## src/glbdf_pkg.sv

```systemverilog
// ----------------------------------------------------------------------------
// glbdf_pkg
// Shared constants and types of the binary glTF container deframer.
// ----------------------------------------------------------------------------
`default_nettype none

package glbdf_pkg;

    localparam logic [31:0] MAGIC_GLTF  = 32'h4654_6C67;
    localparam logic [31:0] TYPE_JSON   = 32'h4E4F_534A;
    localparam logic [31:0] TYPE_BIN    = 32'h004E_4942;
    localparam logic [31:0] GLB_VERSION = 32'd2;

    // byte offsets within the 12-byte file header
    localparam logic [31:0] POS_MAGIC_END   = 32'd3;
    localparam logic [31:0] POS_VERSION_END = 32'd7;
    localparam logic [31:0] POS_HDR_END     = 32'd11;
    localparam logic [32:0] FILE_HDR_LEN    = 33'd12;
    localparam logic [33:0] CHUNK_HDR_LEN   = 34'd8;

    // status codes
    localparam logic [2:0] ST_OK      = 3'd0;
    localparam logic [2:0] ST_SHORT   = 3'd1;
    localparam logic [2:0] ST_MAGIC   = 3'd2;
    localparam logic [2:0] ST_VERSION = 3'd3;
    localparam logic [2:0] ST_LENGTH  = 3'd4;
    localparam logic [2:0] ST_OVERRUN = 3'd5;
    localparam logic [2:0] ST_NOJSON  = 3'd6;

    // output channel codes
    localparam logic CH_JSON = 1'b0;
    localparam logic CH_BIN  = 1'b1;

    typedef struct packed {
        logic        byte_valid;
        logic        channel;
        logic [7:0]  out_byte;
        logic [15:0] bin_chunk_number;
        logic        done_res;
        logic [2:0]  status;
    } t_result;

endpackage

`default_nettype wire

```

## src/glbdf_in_if.sv

```systemverilog
// ----------------------------------------------------------------------------
// glbdf_in_if
// Byte stream channel into the deframer: one file byte and a last flag.
// ----------------------------------------------------------------------------
`default_nettype none

interface glbdf_in_if;
    logic       valid;
    logic       ready;
    logic [7:0] data_byte;
    logic       is_last;

    modport source (output valid, output data_byte, output is_last, input ready);
    modport sink   (input valid, input data_byte, input is_last, output ready);
endinterface

`default_nettype wire

```

## src/glbdf_out_if.sv

```systemverilog
// ----------------------------------------------------------------------------
// glbdf_out_if
// Result channel out of the deframer: payload byte, tags and final status.
// ----------------------------------------------------------------------------
`default_nettype none

interface glbdf_out_if;
    logic        valid;
    logic        ready;
    logic        byte_valid;
    logic        channel;
    logic [7:0]  out_byte;
    logic [15:0] bin_chunk_number;
    logic        done_res;
    logic [2:0]  status;

    modport source (output valid, output byte_valid, output channel, output out_byte,
                    output bin_chunk_number, output done_res, output status,
                    input ready);
    modport sink   (input valid, input byte_valid, input channel, input out_byte,
                    input bin_chunk_number, input done_res, input status,
                    output ready);
endinterface

`default_nettype wire

```

## src/glbdf_parser.sv

```systemverilog
// ----------------------------------------------------------------------------
// glbdf_parser
// Parse state registers and the per-byte next-state and result logic.
// ----------------------------------------------------------------------------
`default_nettype none

module glbdf_parser (
    input  wire logic               i_clk,
    input  wire logic               i_rst_n,
    input  wire logic               i_accept,
    input  wire logic [7:0]         i_data_byte,
    input  wire logic               i_is_last,
    output glbdf_pkg::t_result      o_result
);

    localparam logic [1:0] PH_FILE_HDR  = 2'd0;
    localparam logic [1:0] PH_CHUNK_HDR = 2'd1;
    localparam logic [1:0] PH_PAYLOAD   = 2'd2;
    localparam logic [1:0] PH_SKIP      = 2'd3;

    localparam logic [1:0] CL_JSON = 2'd0;
    localparam logic [1:0] CL_BIN  = 2'd1;
    localparam logic [1:0] CL_SKIP = 2'd2;

    logic [31:0] r_pos,   n_pos;
    logic [31:0] r_shift, n_shift;
    logic [31:0] r_decl,  n_decl;
    logic [31:0] r_rem,   n_rem;
    logic [1:0]  r_phase, n_phase;
    logic [2:0]  r_idx,   n_idx;
    logic [1:0]  r_cls,   n_cls;
    logic        r_json,  n_json;
    logic [2:0]  r_err,   n_err;
    logic [15:0] r_bin,   n_bin;

    logic [31:0] w_shift;
    logic [32:0] w_next_off;
    logic        w_fits;
    logic        w_end_chunk;
    logic        w_valid;
    logic        w_chan;
    logic [7:0]  w_obyte;
    logic [2:0]  w_status;

    assign w_shift    = {i_data_byte, r_shift[31:8]};
    assign w_next_off = {1'b0, r_pos} + 33'd1;
    assign n_pos      = (r_pos == 32'hFFFF_FFFF) ? r_pos : w_next_off[31:0];
    assign n_decl     = (r_phase == PH_FILE_HDR && r_pos == glbdf_pkg::POS_HDR_END)
                        ? w_shift : r_decl;
    // room for another chunk header before the declared end
    assign w_fits     = ({1'b0, w_next_off} + glbdf_pkg::CHUNK_HDR_LEN) <= {2'b00, n_decl};

    always_comb begin
        n_shift     = r_shift;
        n_rem       = r_rem;
        n_phase     = r_phase;
        n_idx       = r_idx;
        n_cls       = r_cls;
        n_json      = r_json;
        n_err       = r_err;
        n_bin       = r_bin;
        w_valid     = 1'b0;
        w_chan      = glbdf_pkg::CH_JSON;
        w_obyte     = 8'd0;
        w_end_chunk = 1'b0;

        unique case (r_phase)
            PH_FILE_HDR: begin
                n_shift = w_shift;
                if (r_pos == glbdf_pkg::POS_MAGIC_END && w_shift != glbdf_pkg::MAGIC_GLTF
                        && r_err == glbdf_pkg::ST_OK) begin
                    n_err = glbdf_pkg::ST_MAGIC;
                end
                if (r_pos == glbdf_pkg::POS_VERSION_END && w_shift != glbdf_pkg::GLB_VERSION
                        && r_err == glbdf_pkg::ST_OK) begin
                    n_err = glbdf_pkg::ST_VERSION;
                end
                if (r_pos == glbdf_pkg::POS_HDR_END) begin
                    w_end_chunk = 1'b1;
                end
            end
            PH_CHUNK_HDR: begin
                n_shift = w_shift;
                n_idx   = r_idx + 3'd1;
                if (n_idx == 3'd4) begin
                    n_rem = w_shift;
                end else if (n_idx == 3'd0) begin
                    if (!r_json) begin
                        if (w_shift == glbdf_pkg::TYPE_JSON) begin
                            n_cls  = CL_JSON;
                            n_json = 1'b1;
                        end else begin
                            n_cls = CL_SKIP;
                            n_err = glbdf_pkg::ST_NOJSON;
                        end
                    end else if (w_shift == glbdf_pkg::TYPE_BIN) begin
                        n_cls = CL_BIN;
                        if (r_bin != 16'hFFFF) begin
                            n_bin = r_bin + 16'd1;
                        end
                    end else begin
                        n_cls = CL_SKIP;
                    end
                    if (r_rem == 32'd0) begin
                        w_end_chunk = 1'b1;
                    end else begin
                        n_phase = PH_PAYLOAD;
                    end
                end
            end
            PH_PAYLOAD: begin
                if (r_err == glbdf_pkg::ST_OK && (r_cls == CL_JSON || r_cls == CL_BIN)) begin
                    w_valid = 1'b1;
                    w_chan  = (r_cls == CL_BIN) ? glbdf_pkg::CH_BIN : glbdf_pkg::CH_JSON;
                    w_obyte = i_data_byte;
                end
                n_rem = r_rem - 32'd1;
                if (n_rem == 32'd0) begin
                    w_end_chunk = 1'b1;
                end
            end
            default: begin
                n_phase = PH_SKIP;
            end
        endcase

        if (w_end_chunk) begin
            if (n_err != glbdf_pkg::ST_OK) begin
                n_phase = PH_SKIP;
            end else if (w_fits) begin
                n_phase = PH_CHUNK_HDR;
                n_idx   = 3'd0;
            end else begin
                n_phase = PH_SKIP;
            end
        end
    end

    // final status, by priority
    always_comb begin
        w_status = glbdf_pkg::ST_OK;
        if (i_is_last) begin
            if (w_next_off < glbdf_pkg::FILE_HDR_LEN) begin
                w_status = glbdf_pkg::ST_SHORT;
            end else if (n_err == glbdf_pkg::ST_MAGIC || n_err == glbdf_pkg::ST_VERSION) begin
                w_status = n_err;
            end else if ({1'b0, n_decl} > w_next_off) begin
                w_status = glbdf_pkg::ST_LENGTH;
            end else if (n_phase == PH_PAYLOAD && n_rem != 32'd0) begin
                w_status = glbdf_pkg::ST_OVERRUN;
            end else if (n_err == glbdf_pkg::ST_NOJSON || !n_json) begin
                w_status = glbdf_pkg::ST_NOJSON;
            end
        end
    end

    always_comb begin
        o_result.byte_valid       = w_valid;
        o_result.channel          = w_chan;
        o_result.out_byte         = w_obyte;
        o_result.bin_chunk_number = n_bin;
        o_result.done_res         = i_is_last;
        o_result.status           = w_status;
    end

    always_ff @(posedge i_clk) begin
        if (!i_rst_n || (i_accept && i_is_last)) begin
            // reset or end of file: start afresh for the next one
            r_pos   <= '0;
            r_shift <= '0;
            r_decl  <= '0;
            r_rem   <= '0;
            r_phase <= PH_FILE_HDR;
            r_idx   <= '0;
            r_cls   <= CL_JSON;
            r_json  <= 1'b0;
            r_err   <= glbdf_pkg::ST_OK;
            r_bin   <= '0;
        end else if (i_accept) begin
            r_pos   <= n_pos;
            r_shift <= n_shift;
            r_decl  <= n_decl;
            r_rem   <= n_rem;
            r_phase <= n_phase;
            r_idx   <= n_idx;
            r_cls   <= n_cls;
            r_json  <= n_json;
            r_err   <= n_err;
            r_bin   <= n_bin;
        end
    end

endmodule

`default_nettype wire

```

## src/glbdf_out_reg.sv

```systemverilog
// ----------------------------------------------------------------------------
// glbdf_out_reg
// Result register between the parse logic and the output channel.
// ----------------------------------------------------------------------------
`default_nettype none

module glbdf_out_reg (
    input  wire logic               i_clk,
    input  wire logic               i_rst_n,
    input  wire logic               i_load,
    input  wire glbdf_pkg::t_result i_result,
    output logic                    o_space,
    glbdf_out_if.source             o_out
);

    logic               r_valid;
    glbdf_pkg::t_result r_result;

    // free when empty or when the held word leaves this cycle
    assign o_space = !r_valid || o_out.ready;

    always_ff @(posedge i_clk) begin
        if (!i_rst_n) begin
            r_valid <= 1'b0;
        end else if (i_load) begin
            r_valid <= 1'b1;
        end else if (o_out.ready) begin
            r_valid <= 1'b0;
        end
    end

    always_ff @(posedge i_clk) begin
        if (i_load) begin
            r_result <= i_result;
        end
    end

    assign o_out.valid            = r_valid;
    assign o_out.byte_valid       = r_result.byte_valid;
    assign o_out.channel          = r_result.channel;
    assign o_out.out_byte         = r_result.out_byte;
    assign o_out.bin_chunk_number = r_result.bin_chunk_number;
    assign o_out.done_res         = r_result.done_res;
    assign o_out.status           = r_result.status;

endmodule

`default_nettype wire

```

## src/glb_container_deframer.sv

```systemverilog
// ----------------------------------------------------------------------------
// glb_container_deframer
// Streaming deframer for binary glTF containers, one file byte per word.
// ----------------------------------------------------------------------------
// Input channel i_in carries one file byte and a last flag per word. Output
// channel o_out carries exactly one result word per input word: a payload byte
// tagged JSON or BIN (byte_valid), the running BIN chunk count, and on the word
// for the last byte done_res with the file status.
// The result for a byte is registered when the byte is accepted and presented
// in the cycle after. Throughput: one byte per cycle while the receiver takes
// each word; the parse state updates per accepted byte and the result register holds one word.
// i_in.ready is high while the result register is empty or its word is being
// taken, so a stalled receiver holds the word and back-pressures the input
// after one word without losing or repeating any.
// Reset clears the parse state and empties the result register; the block
// is ready in the first cycle after reset. After the last byte of a file the
// parse state returns to its reset value, so the next byte starts a new file.
// The receiver discards a file's output when its final status is not ok.
// ----------------------------------------------------------------------------
`default_nettype none

module glb_container_deframer (
    input  wire logic       i_clk,
    input  wire logic       i_rst_n,
    glbdf_in_if.sink        i_in,
    glbdf_out_if.source     o_out
);

    logic               w_space;
    logic               w_accept;
    glbdf_pkg::t_result w_result;

    assign i_in.ready = w_space;
    assign w_accept   = i_in.valid && w_space;

    glbdf_parser u_parser (
        .i_clk       (i_clk),
        .i_rst_n     (i_rst_n),
        .i_accept    (w_accept),
        .i_data_byte (i_in.data_byte),
        .i_is_last   (i_in.is_last),
        .o_result    (w_result)
    );

    glbdf_out_reg u_out_reg (
        .i_clk    (i_clk),
        .i_rst_n  (i_rst_n),
        .i_load   (w_accept),
        .i_result (w_result),
        .o_space  (w_space),
        .o_out    (o_out)
    );

endmodule

`default_nettype wire

```

## src/flat_wrapper.sv

```systemverilog
// flat-port wrapper written by rule: the top's interface ports become plain ports
module glb_container_deframer_flat 
  (i_clk, i_rst_n, i_in_valid, i_in_data_byte, i_in_is_last, i_in_ready, o_out_valid, o_out_byte_valid, o_out_channel, o_out_out_byte, o_out_bin_chunk_number, o_out_done_res, o_out_status, o_out_ready);
  glbdf_in_if i_in_i ();
  glbdf_out_if o_out_i ();
  input  wire logic i_clk;
  input  wire logic i_rst_n;
  input wire logic [$bits(i_in_i.valid)-1:0] i_in_valid;
  input wire logic [$bits(i_in_i.data_byte)-1:0] i_in_data_byte;
  input wire logic [$bits(i_in_i.is_last)-1:0] i_in_is_last;
  output wire logic [$bits(i_in_i.ready)-1:0] i_in_ready;
  output wire logic [$bits(o_out_i.valid)-1:0] o_out_valid;
  output wire logic [$bits(o_out_i.byte_valid)-1:0] o_out_byte_valid;
  output wire logic [$bits(o_out_i.channel)-1:0] o_out_channel;
  output wire logic [$bits(o_out_i.out_byte)-1:0] o_out_out_byte;
  output wire logic [$bits(o_out_i.bin_chunk_number)-1:0] o_out_bin_chunk_number;
  output wire logic [$bits(o_out_i.done_res)-1:0] o_out_done_res;
  output wire logic [$bits(o_out_i.status)-1:0] o_out_status;
  input wire logic [$bits(o_out_i.ready)-1:0] o_out_ready;
  assign i_in_i.valid = i_in_valid;
  assign i_in_i.data_byte = i_in_data_byte;
  assign i_in_i.is_last = i_in_is_last;
  assign i_in_ready = i_in_i.ready;
  assign o_out_valid = o_out_i.valid;
  assign o_out_byte_valid = o_out_i.byte_valid;
  assign o_out_channel = o_out_i.channel;
  assign o_out_out_byte = o_out_i.out_byte;
  assign o_out_bin_chunk_number = o_out_i.bin_chunk_number;
  assign o_out_done_res = o_out_i.done_res;
  assign o_out_status = o_out_i.status;
  assign o_out_i.ready = o_out_ready;
  glb_container_deframer u_core (.i_clk(i_clk), .i_rst_n(i_rst_n), .i_in(i_in_i), .o_out(o_out_i));
endmodule
```

## config.mk

```make
export PLATFORM = sky130hd
export DESIGN_NAME = glb_container_deframer_flat
export DESIGN_NICKNAME = d
export VERILOG_FILES = /design/src/glbdf_pkg.sv /design/src/glbdf_in_if.sv /design/src/glbdf_out_if.sv /design/src/glbdf_parser.sv /design/src/glbdf_out_reg.sv /design/src/glb_container_deframer.sv /design/src/flat_wrapper.sv
export SDC_FILE = /design/constraint.sdc
export NUM_CORES = 1
export LEC_CHECK = 0
export BUFFER_PORTS_ARGS = -buffer_cell sky130_fd_sc_hd__buf_4
export CAP_MARGIN = 20
export CORE_MARGIN = 4
export CORE_UTILIZATION = 45
export CTS_CLUSTER_SIZE = 16
export DETAILED_ROUTE_END_ITERATION = 10
export PLACE_DENSITY = 0.62
export SLEW_MARGIN = 40
export SYNTH_ARGS = -nofsm -noshare
export SYNTH_HDL_FRONTEND = slang
export SYNTH_SLANG_ARGS = --single-unit
export TNS_END_PERCENT = 20
```

## constraint.sdc

```tcl
create_clock -name i_clk -period 10.6 [get_ports i_clk]
set_clock_uncertainty 0.05 [all_clocks]
set_input_delay 2.12 -clock i_clk [delete_from_list [all_inputs] [get_ports i_clk]]
set_output_delay 2.12 -clock i_clk [all_outputs]
set_load 0.02 [all_outputs]
```

# [Word-level counts from Yosys, hierarchy flattened]
# Cells that the tools add are included.
[word_totals] regBits=186 wordCells=129
[classes] n_mux=50 n_bitwise=3 n_eq_ne=17 n_reduce_logical=33 addsub=5 order_cmp=3
[ops] op="2-to-1 mux 16 bit" n=6
[ops] op="zero test 32 bit" n=2
[ops] op="2-to-1 mux 32 bit" n=2
[ops] op="one-hot mux 32 bit (2 select lines)" n=1
[ops] op="2-to-1 mux 3 bit" n=14
[ops] op="adder 33 x 4 -> 34 bit, second input constant" n=1
[ops] op="<= comparator 34 x 32 -> 1 bit" n=1
[ops] op="adder 32 x 1 -> 33 bit, second input constant" n=1
[ops] op="> comparator 32 x 33 -> 1 bit" n=1
[ops] op="less-than comparator 33 x 4 -> 1 bit, second input constant" n=1
[ops] op="equality test 32 x 2 -> 1 bit, second input constant" n=1
[ops] op="equality test 32 x 23 -> 1 bit, second input constant" n=1
[ops] op="equality test 32 x 3 -> 1 bit, second input constant" n=1
[ops] op="equality test 32 x 31 -> 1 bit, second input constant" n=1
[ops] op="equality test 32 bit, second input constant" n=1
[ops] op="equality test 32 x 4 -> 1 bit, second input constant" n=1
[ops] op="inequality test 32 x 2 -> 1 bit, second input constant" n=1
[ops] op="inequality test 32 x 31 -> 1 bit, second input constant" n=1
[ops] op="nonzero test 32 bit" n=1
[ops] op="subtractor 32 x 1 -> 32 bit, second input constant" n=1
[ops] op="2-to-1 mux 2 bit" n=9
[ops] op="adder 16 x 1 -> 16 bit, second input constant" n=1
[ops] op="inequality test 16 bit, second input constant" n=1
[ops] op="2-to-1 mux 1 bit" n=15
[ops] op="other kinds (19)" n=45

# [Depth between registers and ports, before layout]
[depth] ltp_word=15 depth_mapped=23 ltp_nobuf=22

# [Cells and area by module]
# From an unflattened synthesis, not the netlist that was laid out.
[hier_totals] cells_unflattened=1618 hier_area_um2=12957.4
[by_module_without_submodules] module="glbdf_parser" cells_each=1583 area_per_inst_um2=12001.5 seq_area_each_um2=2942.8 n_inst=1
[by_module_without_submodules] module="glbdf_out_reg" cells_each=34 area_per_inst_um2=949.7 seq_area_each_um2=920.9 n_inst=1
[by_module_without_submodules] module="glb_container_deframer" cells_each=1 area_per_inst_um2=6.3 seq_area_each_um2=0.0 n_inst=1

# [Worst setup path before layout]
# Ideal clock, no wire load.
[synth_timing] path_kind="reg2reg" from="register u_core.u_parser.r_pos[0]" to="register u_core.u_parser.r_idx[0]" path_buffers=1 path_slack_ns=5.587 arrival_ns=4.830 path_stages_with_launch=24 path_cell_list="dfxtp_1 -> ha_1 -> and3_1 -> clkbuf_1 -> xnor2_1 -> inv_1 -> ha_1 -> inv_1 -> or4_1 -> or3_1 -> nor2b_1 -> nand2_1 -> nor4_1 -> xnor2_1 -> ha_1 -> nand4_1 -> or2_2 -> nor3_1 -> a21oi_1 -> a21boi_0 -> nor4_1 -> and3_1 -> o311a_4 -> nor3_2"
[synth_lines] element="start, declared" line_no="glbdf_parser.sv:25" text="logic [31:0] r_pos, n_pos;"
[synth_lines] element="start signal, assigned" line_no="glbdf_parser.sv:180" text="r_pos <= n_pos;"
[synth_lines] element="adder 32 x 1 -> 33 bit" line_no="glbdf_parser.sv:46" text="assign w_next_off = {1'b0, r_pos} + 33'd1;"
[synth_lines] element="named net u_core.u_parser.w_next_off[4]" line_no="glbdf_parser.sv:37" text="logic [32:0] w_next_off;"
[synth_lines] element="adder 33 x 4 -> 34 bit" line_no="glbdf_parser.sv:51" text="assign w_fits = ({1'b0, w_next_off} + glbdf_pkg::CHUNK_HDR_LEN) <= {2'b00, n_decl};"
[synth_lines] element="<= comparator 34 x 32 -> 1 bit" line_no="glbdf_parser.sv:51"
[synth_lines] element="2-to-1 mux 3 bit" line_no="glbdf_parser.sv:130" text="end else if (w_fits) begin"
[synth_lines] element="2-to-1 mux 3 bit" line_no="glbdf_parser.sv:128" text="if (n_err != glbdf_pkg::ST_OK) begin"
[synth_lines] element="2-to-1 mux 3 bit" line_no="glbdf_parser.sv:127" text="if (w_end_chunk) begin"
[synth_lines] element="end signal, assigned" line_no="glbdf_parser.sv:185" text="r_idx <= n_idx;"
[synth_lines] element="end, declared" line_no="glbdf_parser.sv:30" text="logic [2:0] r_idx, n_idx;"
# The timed path passes the listed nets, and every way through them passes these cells.
# A chain may end at the register's enable or synchronous reset.

# [Worst setup path after layout]
# Ends and elaborated chain as after synthesis.

==> results.json <==
{
  "layout.nets": 1695,
  "worstMarginPinSlew_ns": 0.886,
  "slowest_delay_ns": 0.57,
  "vdd_drop_max_uv": 88.6,
  "critPathArrivalTime_ns": 5.96,
  "ant_nets": 0,
  "yosys-top-cells-area": "dfxtp_1 23%, ha_1 7.5%, edfxtp_1 7.0%",
  "start_kind": "flip-flop",
  "cts_tree": "yes",
  "grt_max_degree": 84,
  "crit_chain": "ha_1 -> and3_1 -> xnor2_1 -> inv_1 -> ha_1 -> inv_1 -> or4_1 -> or3_1 -> nor2b_1 -> nand2_1 -> nor4_1 -> xnor2_1 -> ha_1 -> nand4_1 -> or2_2 -> nor3_1 -> a21oi_1 -> a21boi_0 -> nor4_1 -> and3_1 -> o311a_4 -> nor3_2",
  "synth_fp_nets": 1736,
  "worstSkewPairLatency_ns": 0.45,
  "hold_start": "u_core.u_parser.r_decl[8]",
  "antenna_cells": 0,
  "fin_crit_ns": 5.70,
  "p_leak_nw": 5.11,
  "ys_seq_area_frac": 0.300,
  "dp_cells": 1962,
  "holdBufCountCts": 0,
  "cts.htree.levels": 4,
  "num_vias": 12224,
  "crit_path_frequent_cell": "ha_1",
  "synth.distinct_cells": 81,
  "synth-edff-count": 30,
  "endpoint_kind": "flip-flop",
  "grt_overflow": 0,
  "die-area_um2": 31400,
  "rrSetupSlack_ns": 4.90,
  "status": "finished, final reports clean",
  "fin_cells": 1996,
  "clock_path_buffers": 2,
  "numPortBuffers": 44,
  "grt_pass1_wl_um": 64000,
  "synth_top_area_frac": 0.230,
  "relSlewSlack": 0.409,
  "final_core_util": 0.501,
  "post-synth-top-area-cell": "dfxtp_1",
  "powerDensity_nw_per_um2": 118,
  "drtPass1Iterations": 8,
  "post-cts-setup-buffers": 0,
  "worst_hold_path_type": "reg -> reg",
  "drive_above_1_share": 0.0828,
  "drc": 0,
  "final.setup.tns_ns": 0,
  "cts.sinks": 178,
  "hold_viol_final": 0,
  "finalCritPeriodShare": 0.538,
  "die_y_um": 177,
  "drtIter0Drc": 1223,
  "yosys_warnings": 0,
  "synthesis.area_um2": 12900,
  "timing.rr.start": "u_core.u_parser.r_pos[0]",
  "grt_pass1_vias": 11362,
  "crit_start": "u_core.u_parser.r_pos[0]",
  "slowest_stage": "or4_1",
  "crit_fanout": 9,
  "syn_inst": 1646,
  "worstPathRequired_ns": 10.86,
  "yosysMostFrequentCell": "nor2_1",
  "core_um2": 28000,
  "ys_ff_latch": 178,
  "synthFlopType": "dfxtp_1",
  "antenna_found_initial": 0,
  "synth-async-reset-ratio": 0,
  "start_util": 0.460,
  "critPathKind": "reg -> reg",
  "synth_area_per_cell_um2": 7.82,
  "maxCapViolations": 0,
  "syn2layout_area_growth_pct": 8.89,
  "die_w_um": 177,
  "cts_inserted_buffers": 17,
  "drv_slew": 0,
  "globalplace.congestion": 0.956,
  "setup_violations": 0,
  "routed_wirelength_um": 40600,
  "viasPerCell": 6.12,
  "clkTransAtPathRegs_ns": 0.07,
  "grt.total_usage": 0.257,
  "pin_count": 45,
  "clock-root-buffer": "clkbuf_16",
  "hpwl_um": 29400,
  "wire_per_inst_um": 20.4,
  "fmax_mhz": 176,
  "p_total_w": 0.00166,
  "fp-row-count": 61,
  "cts_resized": 0,
  "synthTopCellsByCount": "193 x nor2_1, 153 x nand2_1, 148 x dfxtp_1",
  "rsz0062_at_grt": "false"
}
-- where the power goes --
group	internal, W	switching [W]	total, W	leakage [nW]
Combinational	0.0000915	0.000171	0.000262	3.31
Sequential	0.000708	0.0000244	0.000733	1.50
Clock	0.000352	0.000314	0.000666	0.301
-- per-layer routing --
metal | vias up | share of wire | global-route usage | wire [um]
met5 | - | 0 | 0 | 0
met3 | 68 | 0.077 | 0.0526 | 3120
met1 | 5778 | 0.45 | 0.361 | 18500
li1 | 5886 | - | - | -
met4 | 0 | 0.021 | 0.0671 | 851
met2 | 492 | 0.45 | 0.403 | 18200
-- area by class of cell --
class	instances	area [um2]
clock buffer	19	454
timing repair buffer	60	475
sequential	178	3860
clock inverter	13	163
inverter	72	273
tap	378	473
multi-input combinational	1276	8320
fill	2734	14000
-- state kept, by name (all words and copies together) (netlist names), 2 cells and up --
register / flops
u_core.u_out_reg.o_out.bin_chunk_number: 16
u_core.u_out_reg.o_out.out_byte: 8
u_core.u_out_reg.o_out.status: 3
u_core.u_parser.r_bin: 16
u_core.u_parser.r_cls: 2
u_core.u_parser.r_decl: 32
u_core.u_parser.r_err: 3
u_core.u_parser.r_idx: 3
u_core.u_parser.r_phase: 2
u_core.u_parser.r_pos: 32
u_core.u_parser.r_rem: 32
u_core.u_parser.r_shift: 24
-- through the flow --
step	instance area (um2)	hold slack (ns)	worst slack (ns)
5_1_grt	14000	0.454	4.46
3_3_place_gp	13300	0.415	5.16
4_1_cts	14000	0.442	4.94
2_1_floorplan	12900	0.396	5.59
3_5_place_dp	13400	0.429	4.97
6_report	14000	0.439	4.90
-- worst max-delay path: cells and delay by family (launching register included) --
kind,cells,cell delay [ns]
AO/OA/AOI/OAI,3,0.51
XOR/XNOR,2,0.28
adder cells (fa/ha/maj),3,0.86
buffers and inverters,2,0.16
flip-flops,1,0.50
AND/OR/NAND/NOR,12,3.21
-- worst paths after layout --
path                          endpoint  depth (start not counted)
max reg2reg   u_core.u_parser.r_idx[0]                         22
min          u_core.u_parser.r_decl[8]                          2
max           u_core.u_parser.r_idx[0]                         22
min reg2reg  u_core.u_parser.r_decl[8]                          2
-- logic make-up after synthesis --
group / share of synthesized area
compound gates: 0.166
xor+xnor: 0.0754
fa+ha+maj: 0.0748
buf+inv: 0.0580
flops: 0.300
mux: 0.0412
simple gates: 0.285
-- placed cells by master (no fill, tap or decap), types with 49 or more instances in the layout --
cell type	n
a21oi_1	91
nand4_1	54
nor2_1	193
nand3_1	55
xnor2_1	67
nand2_1	152
buf_4	58
inv_1	70
a211oi_1	56
ha_1	77
dfxtp_1	148
nor3_1	49
(Power assumes the default switching activity.)
